`src/sv/cfb_pkg.sv`:
```
// ----------------------------------------------------------------------------
// cfb_pkg
// Types and constants of the command frame builder.
// ----------------------------------------------------------------------------
package cfb_pkg;

    localparam int MAX_PAIRS   = 4;
    localparam int PAIR_REGS   = 4;
    localparam int PAIR_LIMIT  = (MAX_PAIRS < PAIR_REGS) ? MAX_PAIRS : PAIR_REGS;
    localparam int PAIR_IDX_W  = $clog2(PAIR_REGS);
    localparam int N_W         = 3;
    localparam int IDX_W       = 4;
    localparam int CFG_IDX_W   = 3;
    localparam int CFG_DATA_W  = 16;
    localparam int QUEUE_DEPTH = 2;

    localparam logic [7:0]  HDR_A         = 8'hFF;
    localparam logic [7:0]  HDR_B         = 8'hFD;
    localparam logic [15:0] CRC_POLY_REFL = 16'h8408;

    localparam logic [3:0] INSTR_DIRECTION = 4'd1;
    localparam logic [3:0] INSTR_TURN      = 4'd2;
    localparam logic [3:0] INSTR_RESET     = 4'd3;

    localparam logic [7:0] TYPE_DIRECTION = 8'h49;
    localparam logic [7:0] TYPE_TURN      = 8'h02;
    localparam logic [7:0] TYPE_RESET     = 8'h03;
    localparam logic [7:0] TYPE_NONE      = 8'h00;

    localparam logic [N_W-1:0]        PAIR_COUNT_RST = 3'd1;
    localparam logic [CFG_DATA_W-1:0] PAIR_WORD0_RST = 16'h414F;

    typedef enum logic [CFG_IDX_W-1:0] {
        CFG_PAIR_COUNT  = 3'd0,
        CFG_PAIR_WORD_0 = 3'd1,
        CFG_PAIR_WORD_1 = 3'd2,
        CFG_PAIR_WORD_2 = 3'd3,
        CFG_PAIR_WORD_3 = 3'd4
    } cfg_index_t;

    typedef struct packed {
        logic [PAIR_REGS-1:0][CFG_DATA_W-1:0] pair_word;
    } cfg_t;

    typedef struct packed {
        logic [7:0]     id;
        logic [7:0]     ty;
        logic [N_W-1:0] n;
    } entry_t;

endpackage

```
`src/sv/cfb_front.sv`:
```
// ----------------------------------------------------------------------------
// cfb_front
// Configuration registers, command decode and pair count saturation.
// ----------------------------------------------------------------------------
module cfb_front
(
    input  logic                          clk,
    input  logic                          rst_n,
    input  logic                          cfg_valid,
    output logic                          cfg_ready,
    input  logic [cfb_pkg::CFG_IDX_W-1:0] cfg_index,
    input  logic [cfb_pkg::CFG_DATA_W-1:0] cfg_data,
    input  logic                          in_valid,
    output logic                          in_ready,
    input  logic [7:0]                    frame_id,
    input  logic [3:0]                    instruction_code,
    output logic                          push_valid,
    input  logic                          push_ready,
    output cfb_pkg::entry_t               push_entry,
    output cfb_pkg::cfg_t                 cfg
);
    import cfb_pkg::*;

    logic [N_W-1:0] pair_count_reg;
    cfg_t           cfg_reg;
    logic [N_W-1:0] n_sat;
    logic [7:0]     ty;

    assign cfg_ready = 1'b1;

    always_ff @(posedge clk or negedge rst_n)
    begin
        if (!rst_n)
        begin
            pair_count_reg <= PAIR_COUNT_RST;
            cfg_reg.pair_word[PAIR_REGS-1:1] <= '0;
            cfg_reg.pair_word[0] <= PAIR_WORD0_RST;
        end
        else if (cfg_valid)
        begin
            case (cfg_index)
                CFG_PAIR_COUNT:  pair_count_reg <= cfg_data[N_W-1:0];
                CFG_PAIR_WORD_0: cfg_reg.pair_word[0] <= cfg_data;
                CFG_PAIR_WORD_1: cfg_reg.pair_word[1] <= cfg_data;
                CFG_PAIR_WORD_2: cfg_reg.pair_word[2] <= cfg_data;
                CFG_PAIR_WORD_3: cfg_reg.pair_word[3] <= cfg_data;
                default: ;
            endcase
        end
    end

    always_comb
    begin
        case (instruction_code)
            INSTR_DIRECTION: ty = TYPE_DIRECTION;
            INSTR_TURN:      ty = TYPE_TURN;
            INSTR_RESET:     ty = TYPE_RESET;
            default:         ty = TYPE_NONE;
        endcase
        n_sat = (pair_count_reg > N_W'(PAIR_LIMIT)) ? N_W'(PAIR_LIMIT) : pair_count_reg;
    end

    assign in_ready      = push_ready;
    assign push_valid    = in_valid;
    assign push_entry.id = frame_id;
    assign push_entry.ty = ty;
    assign push_entry.n  = n_sat;
    assign cfg           = cfg_reg;

endmodule

```
`src/sv/cfb_queue.sv`:
```
// ----------------------------------------------------------------------------
// cfb_queue
// Small FIFO of decoded commands between front and back.
// ----------------------------------------------------------------------------
module cfb_queue
#(
    parameter int DEPTH = cfb_pkg::QUEUE_DEPTH
)
(
    input  logic            clk,
    input  logic            rst_n,
    input  logic            push_valid,
    output logic            push_ready,
    input  cfb_pkg::entry_t push_entry,
    output logic            pop_valid,
    input  logic            pop,
    output cfb_pkg::entry_t pop_entry
);
    import cfb_pkg::*;

    localparam int PTR_W = (DEPTH > 1) ? $clog2(DEPTH) : 1;
    localparam int CNT_W = $clog2(DEPTH + 1);

    entry_t             mem_reg [DEPTH];
    logic [PTR_W-1:0]   wr_ptr_reg, wr_ptr_next;
    logic [PTR_W-1:0]   rd_ptr_reg, rd_ptr_next;
    logic [CNT_W-1:0]   count_reg, count_next;
    logic               do_push, do_pop;

    assign push_ready = (count_reg != CNT_W'(DEPTH));
    assign pop_valid  = (count_reg != '0);
    assign pop_entry  = mem_reg[rd_ptr_reg];
    assign do_push    = push_valid && push_ready;
    assign do_pop     = pop && pop_valid;

    always_comb
    begin
        wr_ptr_next = wr_ptr_reg;
        rd_ptr_next = rd_ptr_reg;
        count_next  = count_reg;
        if (do_push)
            wr_ptr_next = (wr_ptr_reg == PTR_W'(DEPTH - 1)) ? '0 : wr_ptr_reg + 1'b1;
        if (do_pop)
            rd_ptr_next = (rd_ptr_reg == PTR_W'(DEPTH - 1)) ? '0 : rd_ptr_reg + 1'b1;
        if (do_push && !do_pop)
            count_next = count_reg + 1'b1;
        else if (do_pop && !do_push)
            count_next = count_reg - 1'b1;
    end

    always_ff @(posedge clk or negedge rst_n)
    begin
        if (!rst_n)
        begin
            wr_ptr_reg <= '0;
            rd_ptr_reg <= '0;
            count_reg  <= '0;
        end
        else
        begin
            wr_ptr_reg <= wr_ptr_next;
            rd_ptr_reg <= rd_ptr_next;
            count_reg  <= count_next;
        end
    end

    always_ff @(posedge clk)
    begin
        if (do_push)
            mem_reg[wr_ptr_reg] <= push_entry;
    end

endmodule

```
`src/sv/cfb_back.sv`:
```
// ----------------------------------------------------------------------------
// cfb_back
// Byte sequencer with running CRC-16/KERMIT and registered output.
// ----------------------------------------------------------------------------
module cfb_back
(
    input  logic            clk,
    input  logic            rst_n,
    input  logic            q_valid,
    output logic            q_pop,
    input  cfb_pkg::entry_t q_entry,
    input  cfb_pkg::cfg_t   cfg,
    output logic            out_valid,
    input  logic            out_ready,
    output logic [7:0]      frame_byte,
    output logic            last_byte
);
    import cfb_pkg::*;

    function automatic logic [15:0] crc_byte(input logic [15:0] crc_in, input logic [7:0] b);
        logic [15:0] c;
        c = crc_in ^ {8'h00, b};
        for (int k = 0; k < 8; k++)
            c = c[0] ? ((c >> 1) ^ CRC_POLY_REFL) : (c >> 1);
        return c;
    endfunction

    logic             busy_reg, busy_next;
    logic [IDX_W-1:0] idx_reg, idx_next;
    logic [15:0]      crc_reg, crc_next;
    entry_t           entry_reg, entry_next;
    logic             out_valid_reg, out_valid_next;
    logic [7:0]       byte_reg, byte_next;
    logic             last_reg, last_next;

    logic             advance, step, load, is_last, in_crc;
    logic [IDX_W-1:0] end_idx, last_idx, pair_off;
    logic [15:0]      word;
    logic [7:0]       cur_byte;

    always_comb
    begin
        end_idx  = {entry_reg.n, 1'b0} + IDX_W'(6);
        last_idx = end_idx + 1'b1;
        pair_off = idx_reg - IDX_W'(6);
        word     = cfg.pair_word[pair_off[PAIR_IDX_W:1]];
        is_last  = (idx_reg == last_idx);
        in_crc   = (idx_reg >= IDX_W'(4)) && (idx_reg < end_idx);

        case (idx_reg)
            4'd0, 4'd1: cur_byte = HDR_A;
            4'd2:       cur_byte = HDR_B;
            4'd3:       cur_byte = {4'h0, end_idx} - 8'd1;
            4'd4:       cur_byte = entry_reg.id;
            4'd5:       cur_byte = entry_reg.ty;
            default:
            begin
                if (idx_reg == end_idx)
                    cur_byte = crc_reg[7:0];
                else if (is_last)
                    cur_byte = crc_reg[15:8];
                else
                    cur_byte = pair_off[0] ? word[7:0] : word[15:8];
            end
        endcase

        advance = !out_valid_reg || out_ready;
        step    = busy_reg && advance;
        load    = q_valid && (!busy_reg || (step && is_last));
        q_pop   = load;

        busy_next      = busy_reg;
        idx_next       = idx_reg;
        crc_next       = crc_reg;
        entry_next     = entry_reg;
        out_valid_next = out_valid_reg;
        byte_next      = byte_reg;
        last_next      = last_reg;

        if (advance)
            out_valid_next = 1'b0;
        if (step)
        begin
            out_valid_next = 1'b1;
            byte_next      = cur_byte;
            last_next      = is_last;
            idx_next       = idx_reg + 1'b1;
            if (in_crc)
                crc_next = crc_byte(crc_reg, cur_byte);
            if (is_last)
                busy_next = 1'b0;
        end
        if (load)
        begin
            busy_next  = 1'b1;
            idx_next   = '0;
            crc_next   = '0;
            entry_next = q_entry;
        end
    end

    always_ff @(posedge clk or negedge rst_n)
    begin
        if (!rst_n)
        begin
            busy_reg      <= 1'b0;
            out_valid_reg <= 1'b0;
            idx_reg       <= '0;
        end
        else
        begin
            busy_reg      <= busy_next;
            out_valid_reg <= out_valid_next;
            idx_reg       <= idx_next;
        end
    end

    always_ff @(posedge clk)
    begin
        crc_reg   <= crc_next;
        entry_reg <= entry_next;
        byte_reg  <= byte_next;
        last_reg  <= last_next;
    end

    assign out_valid  = out_valid_reg;
    assign frame_byte = byte_reg;
    assign last_byte  = last_reg;

endmodule

```
`src/sv/command_frame_builder_crc16.sv`:
```
// ----------------------------------------------------------------------------
// command_frame_builder_crc16
// Builds one CRC-16/KERMIT protected command frame per accepted command.
//
// Channel   Direction  Handshake              Payload
// cfg       in         cfg_valid/cfg_ready    cfg_index, cfg_data
// in        in         in_valid/in_ready      frame_id, instruction_code
// out       out        out_valid/out_ready    frame_byte, last_byte
//
// A frame is 8 + 2n bytes, one per cycle from the byte sequencer unless
// out_ready holds it; frames follow each other with no gap while commands
// wait in the queue. Commands are taken while the queue has room, and a
// frame byte waits in the output register while out_ready is low. cfg_ready
// is always high. Reset restores register defaults and empties the queue.
// ----------------------------------------------------------------------------
module command_frame_builder_crc16
#(
    parameter int QUEUE_DEPTH = cfb_pkg::QUEUE_DEPTH
)
(
    input  logic                           clk,
    input  logic                           rst_n,
    input  logic                           cfg_valid,
    output logic                           cfg_ready,
    input  logic [cfb_pkg::CFG_IDX_W-1:0]  cfg_index,
    input  logic [cfb_pkg::CFG_DATA_W-1:0] cfg_data,
    input  logic                           in_valid,
    output logic                           in_ready,
    input  logic [7:0]                     frame_id,
    input  logic [3:0]                     instruction_code,
    output logic                           out_valid,
    input  logic                           out_ready,
    output logic [7:0]                     frame_byte,
    output logic                           last_byte
);
    import cfb_pkg::*;

    logic   push_valid, push_ready, q_valid, q_pop;
    entry_t push_entry, q_entry;
    cfg_t   cfg;

    cfb_front u_front
    (
        .clk              (clk),
        .rst_n            (rst_n),
        .cfg_valid        (cfg_valid),
        .cfg_ready        (cfg_ready),
        .cfg_index        (cfg_index),
        .cfg_data         (cfg_data),
        .in_valid         (in_valid),
        .in_ready         (in_ready),
        .frame_id         (frame_id),
        .instruction_code (instruction_code),
        .push_valid       (push_valid),
        .push_ready       (push_ready),
        .push_entry       (push_entry),
        .cfg              (cfg)
    );

    cfb_queue #(.DEPTH(QUEUE_DEPTH)) u_queue
    (
        .clk        (clk),
        .rst_n      (rst_n),
        .push_valid (push_valid),
        .push_ready (push_ready),
        .push_entry (push_entry),
        .pop_valid  (q_valid),
        .pop        (q_pop),
        .pop_entry  (q_entry)
    );

    cfb_back u_back
    (
        .clk        (clk),
        .rst_n      (rst_n),
        .q_valid    (q_valid),
        .q_pop      (q_pop),
        .q_entry    (q_entry),
        .cfg        (cfg),
        .out_valid  (out_valid),
        .out_ready  (out_ready),
        .frame_byte (frame_byte),
        .last_byte  (last_byte)
    );

endmodule

```
`config.mk`:
```
export PLATFORM = sky130hd
export DESIGN_NAME = command_frame_builder_crc16
export DESIGN_NICKNAME = d
export VERILOG_FILES = /design/src/sv/cfb_pkg.sv /design/src/sv/cfb_front.sv /design/src/sv/cfb_queue.sv /design/src/sv/cfb_back.sv /design/src/sv/command_frame_builder_crc16.sv
export SDC_FILE = /design/constraint.sdc
export NUM_CORES = 1
export LEC_CHECK = 0
export BUFFER_PORTS_ARGS = -buffer_cell sky130_fd_sc_hd__buf_2
export CORE_AREA = 2 2 119 121
export DETAILED_ROUTE_END_ITERATION = 10
export DIE_AREA = 0 0 121 123
export PLACE_DENSITY = 0.7
export SLEW_MARGIN = 20
export SYNTH_ARGS = -nofsm -noshare
export SYNTH_HDL_FRONTEND = slang
export SYNTH_SLANG_ARGS = --single-unit
```
`constraint.sdc`:
```
create_clock -name clk -period 8.4 [get_ports clk]
set_input_delay 1.26 -clock clk [delete_from_list [all_inputs] [get_ports clk]]
set_output_delay 1.26 -clock clk [all_outputs]
set_load 0.01 [all_outputs]
```
==> metrics.txt, run 1 <==
Clk Latency, worst-skew pair=430 ps; status=finished clean; Req. time, crit path=8720 ps; CP delay by family, top=flip-flops; Reg2Reg Depth=10; GR Overflow Total=0; crit path DAT=4550 ps; Worst R2R Setup Slack=4160 ps; Starting Density=51.7%; Setup Buffers After CTS=0; antenna violations before repair=0; DP Worst Slack=4130 ps; NumNets Final=599; pin count of the biggest net entering global routing=78; Post-synth top flop=dfrtp_1; fin area=8000 sq um; endpoint class of the critical path=register; # H-tree levels=4; Worst Min Path Start=u_front.cfg[39]; WHS Endpoint=u_front.cfg[39]; worst r2r src=u_back.idx_reg[1]; Leakage=3.19 nW; switching share of total power=36.9%; FP Rows=43; Clock Sinks=144; min Tclk post-route=4240 ps; Max Clk Rate=236 MHz; Clock transition at path regs=60 ps; Max stage delay on crit path=950 ps; Slowest cell on crit path=dfrtp_1; FF-to-FF End=u_back.crc_reg[7]; maximum vdd drop=0.213 mV; layout cells sized above 1=37.0%; Wirelength per Cell=19.0 microns; RePlAce Congestion=0.828; height of the die=123 microns; hold slack=501 ps; Yosys cell types=74; CTS Root Cell=clkbuf_16; register bit total from synthesis=144; # IOs=48; final setup violation count=0; Port Buffer Count=46; detailed-route via count=4194; Synth Cell Area=7030 sq um; TritonRoute pass-1 iters=4; CTS resizes=0; CP Launch Type=register; Die Wd=121 microns; Logic pwr share=46.7%; max FFs per register=64; synth-to-layout area growth=13.8%; Tcrit/Tclk final=50.4%; dpl hpwl=9.65 mm; Seq pwr share=32.1%; initial DRC count=294; CTS max path bufs=2; synth warn=0; Seq/Total Area, Yosys=53.9%; total of max-cap violations=0; Int Power=0.00223 W; Residual DRC=0; core area=13600 sq um; via density per instance=5.63; relative slew slack=31.4%; post-route ant nets=0; TritonCTS clock tree=done; clock buffer count from CTS=17; Total GRT Usage=20.5%; Post-synth EDFFs=51; Power Density=443 nW/um^2; Clock power frac=21.2%; skew final=8.74 ps; CTS Hold Bufs=0; crit path cell chain=inv_1, ha_1, mux4_2, mux2i_1, nor2_1, a311o_1, a22oi_4, xnor3_1, nand2b_1, a21oi_1; worst min path class=register to register; Fin. Hold Viols=0; Slew @ Worst Pin=1020 ps; Final Max Tran Viols=0; NetSw=0.00131 W; crit-path max FO=17; DRT Wirelength=14.1 mm; die area=14900 sq um; Syn Inst Count=515; Buf/Inv on CP=1; number of global-route vias before repair=4365; ant diodes=0; unrepaired setup endpoints after global routing=false; Setup CP Type=register to register; Avg Inst Size Synth=13.7 sq um; DP Area=7360 sq um; FFs w/ async S/R, synth=53.5%; Post-Syn Nets=562; WHS Path Cells=1; setup_tns=0 ps; Fillers=1053; first-pass GRT wire length=22.9 mm; overall power=0.00354 W; worst setup slack after layout=4160 ps
## routing by layer
layer / wire, microns / vias to the layer above / share of wire [%] / GRT usage [%]
met5: 0 / - / 0 / 0
met4: 452 / 0 / 3.2 / 11.0
met3: 627 / 35 / 4.4 / 4.94
met2: 6700 / 92 / 47 / 31.6
met1: 6340 / 2095 / 45 / 26.9
li1: - / 1972 / - / -
## per-stage QoR
| stage | util (%) | cells |
|---|---|---|
| final | 58.8 | 745 |
| after detailed placement | 54.0 | 712 |
| after global placement | 54.0 | 712 |
| after floorplan | - | 515 |
| after CTS | 58.5 | 744 |
| after global routing | 58.8 | 745 |
## cells in the final DEF, fill, tap and decap left out, types with 13 or more instances in the layout
cell / count
xnor2_1: 19
dfxtp_1: 16
inv_1: 15
mux4_2: 17
mux2_2: 81
dfrtp_1: 69
buf_2: 45
a21oi_1: 13
clkbuf_16: 21
nor2_1: 21
nand2_1: 17
edfxtp_1: 51
## synthesized netlist by cell type, drive strengths merged, types with 7 or more instances
cell,count,share of area (%)
nand2,18,1.0
inv,15,0.80
a211oi,7,0.93
dfrtp,69,25
xnor2,21,2.8
nor3,12,0.85
o21ai,12,0.85
buf,14,1.4
clkbuf,17,0.91
dfstp,8,3.0
nand2b,11,0.98
mux4,17,5.4
nor2,26,1.5
o211ai,11,1.2
mux2,81,13
xor2,8,1.1
edfxtp,51,22
ha,11,2.0
dfxtp,16,4.6
mux2i,7,1.0
a21oi,14,1.0
## how the worst max path moves through the flow
| stage | depth (start not counted) | from | endpoint |
|---|---|---|---|
| after global routing | 11 | u_back.idx_reg[1] | u_back.crc_reg[1] |
| after global placement | 10 | u_back.idx_reg[1] | u_back.crc_reg[0] |
| after floorplan | 13 | u_back.idx_reg[1] | u_back.crc_reg[0] |
| final | 10 | u_back.idx_reg[1] | u_back.crc_reg[7] |
| after detailed placement | 11 | u_back.idx_reg[1] | u_back.crc_reg[2] |
| after CTS | 10 | u_back.idx_reg[1] | u_back.crc_reg[7] |
## kinds of logic (layout without fill, tap and decap cells)
group,count (synthesis),count (layout),share of synthesized area [%]
DFF,144,144,53.9
muxes,105,105,19.4
and+or+nand+nor,99,99,7.37
AOI/OAI and AO/OA,75,75,8.90
buffers and inverters,47,97,3.20
xor gates and xnor gates,33,33,5.23
adders and majority gates,11,11,1.96
other,1,1,0.0533
## power by group through the flow
stage | registers (W) | logic (W) | clock network, W
floorplan | 0.00107 | 0.00139 | 0
global placement | 0.00114 | 0.00160 | 0
detailed placement | 0.00115 | 0.00164 | 0
CTS | 0.00114 | 0.00165 | 0.000767
global route | 0.00116 | 0.00181 | 0.000799
finish | 0.00114 | 0.00165 | 0.000752
## worst register-to-register path, stage by stage, from the launching register on
cell and delay (ps):
dfrtp_1 950, inv_1 350, ha_1 890, mux4_2 420, mux2i_1 240, nor2_1 70, a311o_1 330, a22oi_4 280
xnor3_1 250, nand2b_1 150, a21oi_1 190
## cell type report
cell class                 count  area [sq um]  area share [%]
inverter                      16          60.1           0.750
multi-input combinational    324          3040            38.0
sequential                   144          3790            47.3
tap                          180           225            2.81
clock inverter                 5          35.0           0.438
timing repair buffer          49           275            3.44
clock buffer                  27           578            7.22
Power figures use the tool's default switching activity.
==> inputs of run 2 (changes only) <==
ABC_AREA = 1   (was default)
CORE_AREA = 2 2 120 122   (was 2 2 119 121)
DIE_AREA = 0 0 122 124   (was 0 0 121 123)
PLACE_DENSITY = 0.71   (was 0.7)
clock period = 4 ns   (was 8.4 ns; I/O delays follow)
==> metrics.txt, run 2 <==
dpl hpwl=10.3 mm; detailed-route via count=5713; crit-path max FO=20; Wirelength per Cell=13.9 microns; area leader, netlist=dfrtp_1; Yosys top cell area share=23.8%; DP Cell Count=1081; worst setup slack after layout=847 ps; TritonRoute pass-1 iters=5; endpoint class of the critical path=register; Seq pwr share=31.5%; RePlAce Congestion=0.855; Post-synth EDFFs=51; Max stage delay on crit path=420 ps; Die Wd=122 microns; Logic pwr share=48.0%; Post-Syn Nets=930; CTS max path bufs=2; Starting Density=52.8%; Req. time, crit path=4300 ps; ant diodes=0; fin area=8160 sq um; Tcrit/Tclk final=78.8%; post-route ant nets=0; Seq/Total Area, Yosys=52.3%; worst r2r src=u_back.entry_reg[0]; status=finished clean; setup_tns=0 ps; Leakage=4.00 nW; initial DRC count=392; Setup Buffers After CTS=0; Residual DRC=0; CP delay by family, top=adder cells; worst min path class=input port to async pin; antenna violations before repair=0; Seq. cell area=3790 sq um; Max Clk Rate=317 MHz; Post-synth top flop=dfrtp_1; commonest non-fill, non-tap cell in the layout=nand2_1; maximum vdd drop=0.448 mV; Clock transition at path regs=60 ps; synth cell count leaders=nand2_1 (294), inv_1 (106), nand3_1 (101); Avg Inst Size Synth=8.20 sq um; FFs w/ async S/R, synth=53.5%; unrepaired setup endpoints after global routing=false; core area=13700 sq um; relative slew slack=36.8%; fin cells=1113; largest cells by area after synthesis=dfrtp_1 (24%), edfxtp_1 (21%), nand2_1 (15%); FF-to-FF End=u_queue.count_reg[1]; CTS Root Cell=clkbuf_16; Yosys cell types=40; Syn Inst Count=883; Fin. Hold Viols=0; Clock power frac=20.4%; Slew @ Worst Pin=948 ps; Clock Sinks=144; CP Launch Type=register; layout cells sized above 1=15.4%; min Tclk post-route=3150 ps; # H-tree levels=4; Worst R2R Setup Slack=850 ps; Port Buffer Count=46; CTS Hold Bufs=0; skew final=4.70 ps; Final Max Tran Viols=0; NetSw=0.00333 W; clock buffer count from CTS=17; TritonCTS clock tree=done; final setup violation count=0; switching share of total power=44.6%; DRT Wirelength=15.5 mm; area of the multi-input gates=2870 sq um; CTS resizes=0; highest metal used=met4; Slowest cell on crit path=edfxtp_1; NumNets Final=967; most used cell, CP=ha_1; max FFs per register=64; die area=15100 sq um; DP Area=7580 sq um; first-pass GRT wire length=26.1 mm; wl on met1=7.10 mm; crit path DAT=3450 ps; most frequent cells in the layout=nand2_1 (293), inv_1 (106), nand3_1 (99); met3 WL post-DR=626 microns; Int Power=0.00414 W; Power Density=914 nW/um^2; register bit total from synthesis=144; synth warn=0; Setup CP Type=register to register; Reg2Reg Depth=15; crit path cell chain=inv_1, ha_1, ha_1, inv_1, nor2_8, nand2_1, inv_2, a21oi_2, a21oi_4, buf_4, inv_2, ha_1, a21oi_1, o21ai_0, xor2_1; number of global-route vias before repair=5347; Total GRT Usage=22.5%; Buf/Inv on CP=5; height of the die=124 microns; DP Worst Slack=854 ps; FP Rows=43; via density per instance=5.13; pin count of the biggest net entering global routing=78; total of max-cap violations=0; Synth Cell Area=7240 sq um; met2 routed WL=7.48 mm; Fillers=1260; # IOs=48; GR Overflow Total=0; synth-to-layout area growth=12.7%; Clk Latency, worst-skew pair=420 ps; most common cell in the synthesized netlist=nand2_1
==> run 2: cell count changes after synthesis, moves of 6 or more <==
| cell | delta |
|---|---|
| o21ai_0 | +74 |
| xnor2_1 | -18 |
| nor3_1 | -11 |
| a211oi_1 | -6 |
| nand2_1 | +277 |
| nand2_2 | +18 |
| mux2i_1 | -7 |
| inv_2 | +6 |
| mux4_2 | -17 |
| nand3_1 | +97 |
| nand2b_1 | -11 |
| mux2_2 | -81 |
| inv_1 | +91 |
==> run 2: final cells by class <==
class	instances	area share (%)
Timing Repair Buffer	53	3.49
Inverter	113	5.23
Clock inverter	14	1.73
Sequential cell	144	46.4
Tap cell	180	2.76
Multi-Input combinational cell	591	35.1
Clock buffer	18	5.26
==> run 2: worst max path at each step <==
| stage | startpoint | end | slack (ps) | cells past startpoint |
|---|---|---|---|---|
| 2_1_floorplan | u_back.entry_reg[0] | u_queue.count_reg[1] | 1060 | 15 |
| 3_3_place_gp | u_back.entry_reg[0] | u_queue.count_reg[1] | 940 | 15 |
| 3_5_place_dp | u_back.entry_reg[0] | u_queue.count_reg[1] | 850 | 15 |
| 4_1_cts | u_back.entry_reg[0] | u_queue.count_reg[1] | 820 | 15 |
| 5_1_grt | u_back.entry_reg[0] | u_queue.count_reg[1] | 580 | 15 |
| 6_report | u_back.entry_reg[0] | u_queue.count_reg[1] | 850 | 15 |
==> run 2: per-layer routing <==
metal	track usage, %	vias to the layer above
met2	35.7	129
met5	0	-
met4	9.70	0
met1	29.9	2649
li1	-	2907
met3	5.08	28
==> run 2: stage by stage <==
step / total power [W] / hold WS, ps / util [%]
after floorplan: 0.00508 / 304 / -
after global placement: 0.00584 / 465 / 55.2
after detailed placement: 0.00593 / 473 / 55.3
after CTS: 0.00748 / 350 / 59.4
after global routing: 0.00810 / 347 / 59.5
final: 0.00746 / 336 / 59.5
==> run 2: cell families after synthesis <==
group | share of synthesized area [%]
adder cells (fa/ha/maj) | 1.90
AND/OR/NAND/NOR | 28.0
other | 0.0518
flip-flops | 52.3
buffers and inverters | 8.31
XOR/XNOR | 0.846
AO/OA/AOI/OAI | 8.60
==> run 2: worst reg2reg max path: cells and delay by family (launching register included) <==
| family | cells | cell delay (ps) |
|---|---|---|
| adders and majority gates | 3 | 970 |
| buffers and inverters | 5 | 790 |
| AOI/OAI and AO/OA | 4 | 440 |
| DFF | 1 | 420 |
| and+or+nand+nor | 2 | 260 |
| xor gates and xnor gates | 1 | 150 |
==> run 2: power by group through the flow <==
stage	sequential (W)	clock [W]	combinational, W
after global routing	0.00240	0.00162	0.00407
after detailed placement	0.00237	0	0.00355
after floorplan	0.00228	0	0.00280
after CTS	0.00235	0.00155	0.00358
after global placement	0.00237	0	0.00347
final	0.00235	0.00152	0.00359
==> inputs of run 3 (changes only) <==
ABC_AREA = 0   (was 1)
CORE_AREA = 2 2 119 121   (was 2 2 120 122)
DIE_AREA = 0 0 121 123   (was 0 0 122 124)
PLACE_DENSITY = 0.73   (was 0.71)
clock period = 2.6 ns   (was 4 ns; I/O delays follow)
==> metrics.txt, run 3 (synthesis results as in run 1) <==
Total GRT Usage=21.9%; WHS Endpoint=u_queue.mem_reg[1][17]; wl on met1=6.69 mm; CP delay by family, top=compound AO/OA/AOI/OAI gates; RePlAce Congestion=0.874; Max stage delay on crit path=420 ps; worst min path class=input port to register; unrepaired setup endpoints after global routing=true; Worst R2R Setup Slack=-170 ps; Max Clk Rate=361 MHz; crit path cell chain=buf_12, inv_8, ha_4, buf_4, mux4_2, o211ai_1, o211ai_1, buf_4, nor3_4, o22ai_4, xnor3_1, nand2b_4, a21oi_2; DRT Wirelength=15.4 mm; Starting Density=51.7%; total of max-cap violations=0; clock buffer count from CTS=17; hold slack=151 ps; antenna violations before repair=0; most frequent cells in the layout=mux2_2 (81), buf_4 (77), dfrtp_1 (67); via density per instance=5.55; maximum vdd drop=0.783 mV; Fillers=928; Slew @ Worst Pin=680 ps; Slowest cell on crit path=dfrtp_2; worst r2r src=u_back.idx_reg[1]; Clk Latency, worst-skew pair=430 ps; Tcrit/Tclk final=106%; initial DRC count=282; synth-to-layout area growth=28.9%; Buf/Inv on CP=4; FF-to-FF End=u_back.crc_reg[7]; detailed-route via count=4614; core area=13600 sq um; status=complete, but fails checks; CP Launch Type=register; Residual DRC=0; FP Rows=43; Clock Sinks=144; critical path startpoint=u_back.idx_reg[1]; max FFs per register=64; TritonCTS clock tree=done; layout cells sized above 1=51.8%; GR Overflow Total=0; CTS max path bufs=2; Power Density=1580 nW/um^2; DP Worst Slack=-255 ps; Die Wd=121 microns; pin count of the biggest net entering global routing=78; final setup violation count=16; Final Max Tran Viols=0; Wirelength per Cell=18.6 microns; NumNets Final=685; commonest non-fill, non-tap cell in the layout=mux2_2; WHS Path Cells=1; failing checks=negative setup slack; Setup CP Type=register to register; height of the die=123 microns; dpl hpwl=10.3 mm; Req. time, crit path=2970 ps; Fin. Hold Viols=0; # H-tree levels=4; Clock transition at path regs=60 ps; # IOs=48; first-pass GRT wire length=24.5 mm; crit-path max FO=7; die area=14900 sq um; highest metal used=met4; worst setup slack after layout=-169 ps; relative slew slack=54.7%; crit path DAT=3140 ps; skew final=8.17 ps; Leakage=3.69 nW; Worst Min Path Start=frame_id[7]; Port Buffer Count=46; number of global-route vias before repair=4738; met2 routed WL=7.85 mm; endpoint class of the critical path=register; Reg2Reg Depth=13; post-route ant nets=0; TritonRoute pass-1 iters=5; CTS Root Cell=clkbuf_16; met3 WL post-DR=595 microns; min Tclk post-route=2770 ps; ant diodes=0
run 3: cell types whose count changed in the layout (fill, tap and decap cells not counted), moves of 69 or more:
| cell | before | now |
|---|---|---|
| o21ai_0 | 85 | 10 |
| inv_1 | 106 | 11 |
| nand2_1 | 293 | 16 |
| nand3_1 | 99 | 3 |
| buf_4 | 8 | 77 |
| mux2_2 | 0 | 81 |
run 3: area by class of cell:
cell class / count / area [sq um] / area share (%)
flip-flops and latches: 144 / 3790 / 41.8
repair buffers: 135 / 991 / 10.9
clock buffers: 21 / 483 / 5.33
inverters: 16 / 71.3 / 0.787
clock inverters: 11 / 128 / 1.41
well taps: 180 / 225 / 2.49
multi-input cells: 324 / 3370 / 37.2
run 3: per-layer routing:
layer  up-vias  global-route usage (%)
met1      2356                    28.2
met2        93                    36.6
li1       2140                       -
met4         0                    8.14
met5         -                       0
met3        25                    4.94
run 3: where the power goes:
group | switching [W] | total (W) | internal [W]
Clock | 0.000980 | 0.00251 | 0.00153
Sequential | 0.000492 | 0.00363 | 0.00314
Combinational | 0.00366 | 0.00816 | 0.00449
Total | 0.00514 | 0.0143 | 0.00916
run 3: worst max-delay path by stage:
| stage | end | slack [ps] | cells past startpoint |
|---|---|---|---|
| 2_1_floorplan | u_back.crc_reg[0] | -370 | 13 |
| 3_3_place_gp | u_back.crc_reg[9] | -140 | 11 |
| 3_5_place_dp | u_back.crc_reg[9] | -250 | 11 |
| 4_1_cts | u_back.crc_reg[0] | -140 | 11 |
| 5_1_grt | u_back.crc_reg[5] | -290 | 12 |
| 6_report | u_back.crc_reg[7] | -170 | 13 |
run 3: stage by stage:
| stage | util, % | cells | setup TNS (ps) | cell area, sq um | power, W |
|---|---|---|---|---|---|
| 2_1_floorplan | - | 515 | -2170 | 7120 | 0.00816 |
| 3_3_place_gp | 58.2 | 779 | -1150 | 7930 | 0.0100 |
| 3_5_place_dp | 58.2 | 779 | -2250 | 7930 | 0.0102 |
| 4_1_cts | 64.7 | 822 | -1100 | 8810 | 0.0136 |
| 5_1_grt | 66.6 | 831 | -3360 | 9060 | 0.0151 |
| 6_report | 66.6 | 831 | -1560 | 9060 | 0.0143 |
run 3: what timing repair did:
action                                  in CTS  in global routing
setup buffers                               11                  7
endpoints found under the setup margin      19                 33
hold buffers                                 0                  1
resized for setup                           33                 29
endpoints found under the hold margin        0                 19
pin swaps                                   25                 29
